**src/sv/rrfs_pkg.sv**
```systemverilog
// shared types and constants of the rolling rank forecast scaler
package rrfs_pkg;

    // field widths
    localparam int SYM_W   = 4;
    localparam int VOL_W   = 24;
    localparam int FC_W    = 24;
    localparam int MULT_W  = 18;
    localparam int ALPHA_W = 17;
    localparam int SCAL_W  = 24;
    localparam int LIM_W   = 23;
    localparam int WLEN_W  = 7;

    // configuration port
    localparam int CFG_IDX_W  = 3;
    localparam int CFG_DATA_W = 24;

    localparam logic [CFG_IDX_W-1:0] CFG_WINDOW_LENGTH  = 3'd0;
    localparam logic [CFG_IDX_W-1:0] CFG_EWMA_ALPHA     = 3'd1;
    localparam logic [CFG_IDX_W-1:0] CFG_TREND_SCALAR   = 3'd2;
    localparam logic [CFG_IDX_W-1:0] CFG_CARRY_SCALAR   = 3'd3;
    localparam logic [CFG_IDX_W-1:0] CFG_FORECAST_LIMIT = 3'd4;

    // register reset values
    localparam logic [WLEN_W-1:0]  RST_WINDOW_LENGTH  = 7'd64;
    localparam logic [ALPHA_W-1:0] RST_EWMA_ALPHA     = 17'd3972;
    localparam logic [SCAL_W-1:0]  RST_TREND_SCALAR   = 24'd65536;
    localparam logic [SCAL_W-1:0]  RST_CARRY_SCALAR   = 24'd65536;
    localparam logic [LIM_W-1:0]   RST_FORECAST_LIMIT = 23'd1310720;

    // item codes
    localparam logic ACT_UPDATE = 1'b0;
    localparam logic ACT_SCALE  = 1'b1;
    localparam logic ST_OK      = 1'b0;
    localparam logic ST_NO_HIST = 1'b1;

    // fixed point constants
    localparam logic [ALPHA_W-1:0] ALPHA_ONE      = 17'd65536;
    localparam logic [MULT_W-1:0]  MULT_TWO       = 18'd131072;
    localparam logic [MULT_W-1:0]  ONE_ENTRY_MULT = 18'd65537;
    localparam logic [MULT_W-1:0]  MULT_MIN       = 18'd32768;
    localparam logic [16:0]        RANK_ONE       = 17'd65536;

    typedef enum logic [1:0] {
        RES_UPDATE,
        RES_SCALE,
        RES_ERROR
    } t_res_kind;

    // controller to datapath
    typedef struct packed {
        logic      ld_item;
        logic      wr_win;
        logic      scan;
        logic      div_init;
        logic      div_step;
        logic      rank;
        logic      ewma_mul;
        logic      ewma_sum;
        logic      scale_mul;
        logic      scale_mul2;
        logic      res_ld;
        t_res_kind res_kind;
    } t_cmd;

    // datapath to controller
    typedef struct packed {
        logic sym_ok;
        logic is_scale;
        logic hist_valid;
        logic one_entry;
        logic scan_done;
        logic div_done;
    } t_sts;

endpackage

```
**src/sv/rrfs_ctrl.sv**
```systemverilog
// sequencing state machine of the rolling rank forecast scaler
module rrfs_ctrl (
    input  logic           i_clk,
    input  logic           i_rst_n,
    input  logic           i_in_valid,
    output logic           o_in_ready,
    output logic           o_out_valid,
    input  logic           i_out_ready,
    output rrfs_pkg::t_cmd o_cmd,
    input  rrfs_pkg::t_sts i_sts
);
    import rrfs_pkg::*;

    typedef enum logic [3:0] {
        S_IDLE,
        S_DISPATCH,
        S_WRITE,
        S_SCAN,
        S_DIV_INIT,
        S_DIV,
        S_RANK,
        S_EWMA_MUL,
        S_EWMA_SUM,
        S_SCALE_MUL,
        S_SCALE_MUL2,
        S_DONE
    } t_state;

    t_state    r_state;
    logic      r_out_vld;
    t_res_kind r_kind;

    assign o_in_ready  = (r_state == S_IDLE);
    assign o_out_valid = r_out_vld;

    // commands decoded from state
    always_comb begin
        o_cmd          = '0;
        o_cmd.res_kind = r_kind;
        case (r_state)
            S_IDLE:       o_cmd.ld_item    = i_in_valid;
            S_WRITE:      o_cmd.wr_win     = 1'b1;
            S_SCAN:       o_cmd.scan       = 1'b1;
            S_DIV_INIT:   o_cmd.div_init   = 1'b1;
            S_DIV:        o_cmd.div_step   = 1'b1;
            S_RANK:       o_cmd.rank       = 1'b1;
            S_EWMA_MUL:   o_cmd.ewma_mul   = 1'b1;
            S_EWMA_SUM:   o_cmd.ewma_sum   = 1'b1;
            S_SCALE_MUL:  o_cmd.scale_mul  = 1'b1;
            S_SCALE_MUL2: o_cmd.scale_mul2 = 1'b1;
            S_DONE:       o_cmd.res_ld     = !r_out_vld || i_out_ready;
            default:      o_cmd            = '0;
        endcase
    end

    // state and output valid
    always_ff @(posedge i_clk) begin
        if (!i_rst_n) begin
            r_state   <= S_IDLE;
            r_out_vld <= 1'b0;
            r_kind    <= RES_ERROR;
        end else begin
            if (o_cmd.res_ld) begin
                r_out_vld <= 1'b1;
            end else if (i_out_ready) begin
                r_out_vld <= 1'b0;
            end
            case (r_state)
                S_IDLE: begin
                    if (i_in_valid) r_state <= S_DISPATCH;
                end
                S_DISPATCH: begin
                    if (!i_sts.sym_ok) begin
                        r_kind  <= RES_ERROR;
                        r_state <= S_DONE;
                    end else if (!i_sts.is_scale) begin
                        r_kind  <= RES_UPDATE;
                        r_state <= S_WRITE;
                    end else if (!i_sts.hist_valid) begin
                        r_kind  <= RES_ERROR;
                        r_state <= S_DONE;
                    end else begin
                        r_kind  <= RES_SCALE;
                        r_state <= S_SCALE_MUL;
                    end
                end
                S_WRITE: r_state <= S_SCAN;
                S_SCAN: begin
                    if (i_sts.one_entry) r_state <= S_RANK;
                    else if (i_sts.scan_done) r_state <= S_DIV_INIT;
                end
                S_DIV_INIT: r_state <= S_DIV;
                S_DIV: begin
                    if (i_sts.div_done) r_state <= S_RANK;
                end
                S_RANK:       r_state <= S_EWMA_MUL;
                S_EWMA_MUL:   r_state <= S_EWMA_SUM;
                S_EWMA_SUM:   r_state <= S_DONE;
                S_SCALE_MUL:  r_state <= S_SCALE_MUL2;
                S_SCALE_MUL2: r_state <= S_DONE;
                S_DONE: begin
                    if (o_cmd.res_ld) r_state <= S_IDLE;
                end
                default: r_state <= S_IDLE;
            endcase
        end
    end

    // an accepted item blocks the input until its result is loaded
    a_busy_after_accept: assert property (@(posedge i_clk) disable iff (!i_rst_n)
        (i_in_valid && o_in_ready) |=> !o_in_ready)
        else $error("input ready right after accepting an item");

    // a loaded result shows up on the output
    a_result_shown: assert property (@(posedge i_clk) disable iff (!i_rst_n)
        o_cmd.res_ld |=> o_out_valid)
        else $error("result loaded but output not valid");

endmodule

```
**config.mk**
```make
export PLATFORM = sky130hd
export DESIGN_NAME = rrfs_ctrl
export DESIGN_NICKNAME = d
export VERILOG_FILES = /design/src/sv/rrfs_pkg.sv /design/src/sv/rrfs_ctrl.sv
export SDC_FILE = /design/constraint.sdc
export NUM_CORES = 1
export LEC_CHECK = 0
export ABC_AREA = 1
export ABC_CLOCK_PERIOD_IN_PS = 2100
export BUFFER_PORTS_ARGS = -buffer_cell sky130_fd_sc_hd__buf_2
export CAP_MARGIN = 0
export CELL_PAD_IN_SITES_DETAIL_PLACEMENT = 1
export CELL_PAD_IN_SITES_GLOBAL_PLACEMENT = 2
export CORE_ASPECT_RATIO = 1.1
export CORE_UTILIZATION = 22
export CTS_CLUSTER_DIAMETER = 200
export CTS_CLUSTER_SIZE = 24
export DETAILED_ROUTE_END_ITERATION = 6
export GPL_ROUTABILITY_DRIVEN = 0
export PLACE_DENSITY = 0.84
export RECOVER_POWER = 25
export SLEW_MARGIN = 20
export SYNTH_ARGS = -nofsm -noshare
export SYNTH_HDL_FRONTEND = slang
export SYNTH_SLANG_ARGS = --single-unit
```
**constraint.sdc**
```tcl
create_clock -name i_clk -period 2.1 [get_ports i_clk]
set_input_delay 0 -clock i_clk [delete_from_list [all_inputs] [get_ports i_clk]]
set_output_delay 0 -clock i_clk [all_outputs]
set_load 0.03 [all_outputs]
```
==> run summary <==
Setup violations remaining at the end of the flow were counted as 0. The endpoint required time on the critical path came out at 2.10 ns. The row count is 18.

The setup path with the least slack is of type flip-flop to output port. The peak fanout along the critical path is 5. The number of gates resized after CTS came out at 0.

The total area inside the core boundary comes to 2250 sq um. The final period demand of the worst path came out at 1.41 ns. Entering global routing, the biggest net connects 8 pins.

The antenna violation net count after detailed routing is 0. For this run, the detailed router's first-pass iteration total came to 1. The residual DRC count is 0. The most frequent cell on the critical path is nand2_1. The global-route met2 utilization is 0.289. Port buffering added 24 buffers. The starting density of the core came out at 0.232. The number of clock buffers inserted by TritonCTS is 3. A synthesized cell averages 5.73 sq um.

The share of post-route cells with drive strength above 1 is 0.292. The wire length of the first global-routing pass is 2.84 mm. The global routing usage summed across all routing layers came out at 0.146.

The summed instance area of the synthesized netlist came out at 522 sq um. The post-layout net count came out at 131. For met1 alone, demand over resource in global routing was 0.156. The die covers 2570 sq um. The static leakage came out at 0.402 nW. The run finished with clean final reports. The worst IR drop on VDD is 503 uV. The detail-routed via count per cell is 4.34. Measured against its own limit, the worst slew margin works out to 0.757.

The number of levels the H-tree was split into is 1. The path type of the worst min-delay path is input pin to flip-flop. The buffer type at the clock tree root is clkbuf_4. The most used flip-flop cell after synthesis is dfxtp_1. The final hold violation count came out at 0. By instance count, the leading cell after synthesis is nand2_1. The number of enable-type register cells in the synthesized netlist came out at 0. The number of primary I/O pins is 25. The worst setup path is captured at an output port. For the final database, setup skew stands at 0.00132 ns. Timing would allow up to 708 MHz.

The max-slew violation count is 0. The power per cell area is 1410 nW/um^2. The cell count after synthesis is 91. The die height came out at 53.1 um. CTS saw 7 sinks. The commonest cells after synthesis are 21 x nand2_1, 17 x nor2_1, 15 x inv_1. The met3 capacity usage during global routing is 0.0201. Summed over all instances, the cell type with the most area after synthesis is dfxtp_1. Setup repair after global routing left no endpoint under its margin. The number of cells on the worst reg-to-reg path is 8. The iteration-0 DRC count of the detailed router is 0. The total placed instance area came out at 679 sq um.

The worst hold path begins at i_sts[3]. The critical path arrival came out at 1.41 ns. The proportion of synthesized flip-flops having asynchronous set or reset came out at 0. By area the synthesized netlist is led by dfxtp_1 27%, nand2_1 15%, nor2_1 12%, inv_1 11%, nand3_1 6.7%. The number of register bits inferred by synthesis is 7. The later-pin clock latency in the skew report came out at 0.24 ns. In this run the most used layer during global routing was met2. The repair_antennas step left the layout with diodes totalling 0. The library cell contributing the largest single delay on the critical path is dfxtp_1. The slew at the pin closest to its max-slew limit is 0.366 ns.

STA classifies the critical path startpoint as a flip-flop. Of the post-synthesis cell area, the dominant cell type holds 0.269. The sum of negative setup slack is 0 ns. The initial antenna violation count was 0. The number of instances on the worst hold path is 4. The share of the clock period used by the worst path is 0.673.

The total overflow left after global routing is 0. The buffer levels on the longest clock path is 2. In this design, the stage delay of the slowest critical-path cell is 0.41 ns.

The final HPWL from detailed placement came out at 1.44 mm. Summing all non-filler instances in the final layout gives an area of 706 sq um. The endpoint identified for the worst register-to-register timing path is r_state[1]. The count of yosys warnings during synthesis came out at 0. After detailed routing, the average wire length per cell comes to 10.8 um. The hold-critical path endpoint is r_kind[1]. The startpoint of the worst register-to-register path is r_state[0].

The signal on the critical path passes through inv_1 > nor2_1 > nand2_1 > nand2_1 > a21oi_1 > buf_2. The clock-pin transition on the worst setup and hold timing paths is 0.05 ns. TritonCTS built the clock tree. The register-to-register setup slack came out at 0.75 ns. Relative to the synthesized area, the layout overhead comes to 35.3%. The sequential area share after synthesis came out at 0.269. The via count of the first global-routing pass came out at 676. Summed over all layers, the routed wires come to 1.62 mm. The number of distinct library cell variants in the gate-level netlist after synthesis is 15. The detailed-route via count came out at 651. The total power of the final layout came out at 0.000998 W. The net count after synthesis came out at 101. The floorplan step set the die width to 48.4 um. The reported max-cap violation count is 0.
==> critical path: cells and delay by family (launching register included) <==
family	cells	cell delay, ns
AO/OA/AOI/OAI	1	0.05
buffers and inverters	2	0.33
flip-flops	1	0.41
AND/OR/NAND/NOR	3	0.39
==> per-layer routing <==
layer  wire length [um]  up-vias
li1                   -      339
met1                701      296
met2                871       14
met3                 40        2
met4                 12        0
met5                  0        -
==> metrics by stage <==
step | std cells | setup WS (ns) | utilization | hold slack (ns)
3_3_place_gp | 145 | 0.826 | 0.302 | 0.226
4_1_cts | 150 | 0.674 | 0.318 | 0.0825
6_report | 150 | 0.687 | 0.313 | 0.0857
3_5_place_dp | 145 | 0.812 | 0.302 | 0.229
2_1_floorplan | 91 | 0.790 | - | 0.0842
5_1_grt | 150 | 0.530 | 0.313 | 0.105
==> what timing repair did <==
item	4_1_cts	5_1_grt
buffers inserted	0	0
endpoints found under the hold margin	2	0
hold buffers	1	0
==> cell families (layout without fill, tap and decap cells) <==
logic type,after synthesis,after routing,synth area share
AND/OR/NAND/NOR,59,59,0.525
buffers and inverters,17,46,0.122
AO/OA/AOI/OAI,8,8,0.0839
flip-flops,7,7,0.269
==> area by class of cell <==
cell class / count / area, sq um
repair buffers: 25 / 128
multi-input cells: 67 / 310
clock buffers: 4 / 26.3
well taps: 30 / 37.5
inverters: 17 / 63.8
fillers: 333 / 1550
flip-flops and latches: 7 / 140
==> flip-flops by register name (all words and copies together), names as in the netlist <==
signal       count
r_state          4
r_kind           2
o_out_valid      1
==> cell usage in the layout (no fill, tap or decap) <==
master / count
nand2_1: 22
buf_2: 22
nor2_1: 19
inv_1: 15
nand3_1: 7
dfxtp_1: 7
a21oi_1: 4
nand2_2: 3
nor2_2: 3
clkbuf_4: 3
clkbuf_1: 3
inv_2: 2
nor3_1: 2
nor2_4: 2
o21ai_0: 2
o2111ai_1: 1
nand3b_1: 1
o21ai_1: 1
dlygate4sd3_1: 1
==> power by group <==
group	leakage (nW)	total, W	internal (W)	switching (W)
Clock	0.0150	0.000119	0.0000723	0.0000463
Combinational	0.330	0.000643	0.000189	0.000454
Sequential	0.0574	0.000237	0.000179	0.0000574
==> how the worst max path moves through the flow <==
stage | start | endpoint | slack [ns] | cells past startpoint
after floorplan | r_state[3] | o_cmd[12] | 0.79 | 3
after global placement | r_state[0] | r_state[1] | 0.83 | 8
after detailed placement | r_state[0] | r_state[1] | 0.81 | 8
after CTS | r_state[3] | o_cmd[1] | 0.67 | 5
after global routing | r_state[0] | o_cmd[1] | 0.53 | 6
final | r_state[0] | o_cmd[1] | 0.69 | 6
(Power assumes the default switching activity.)
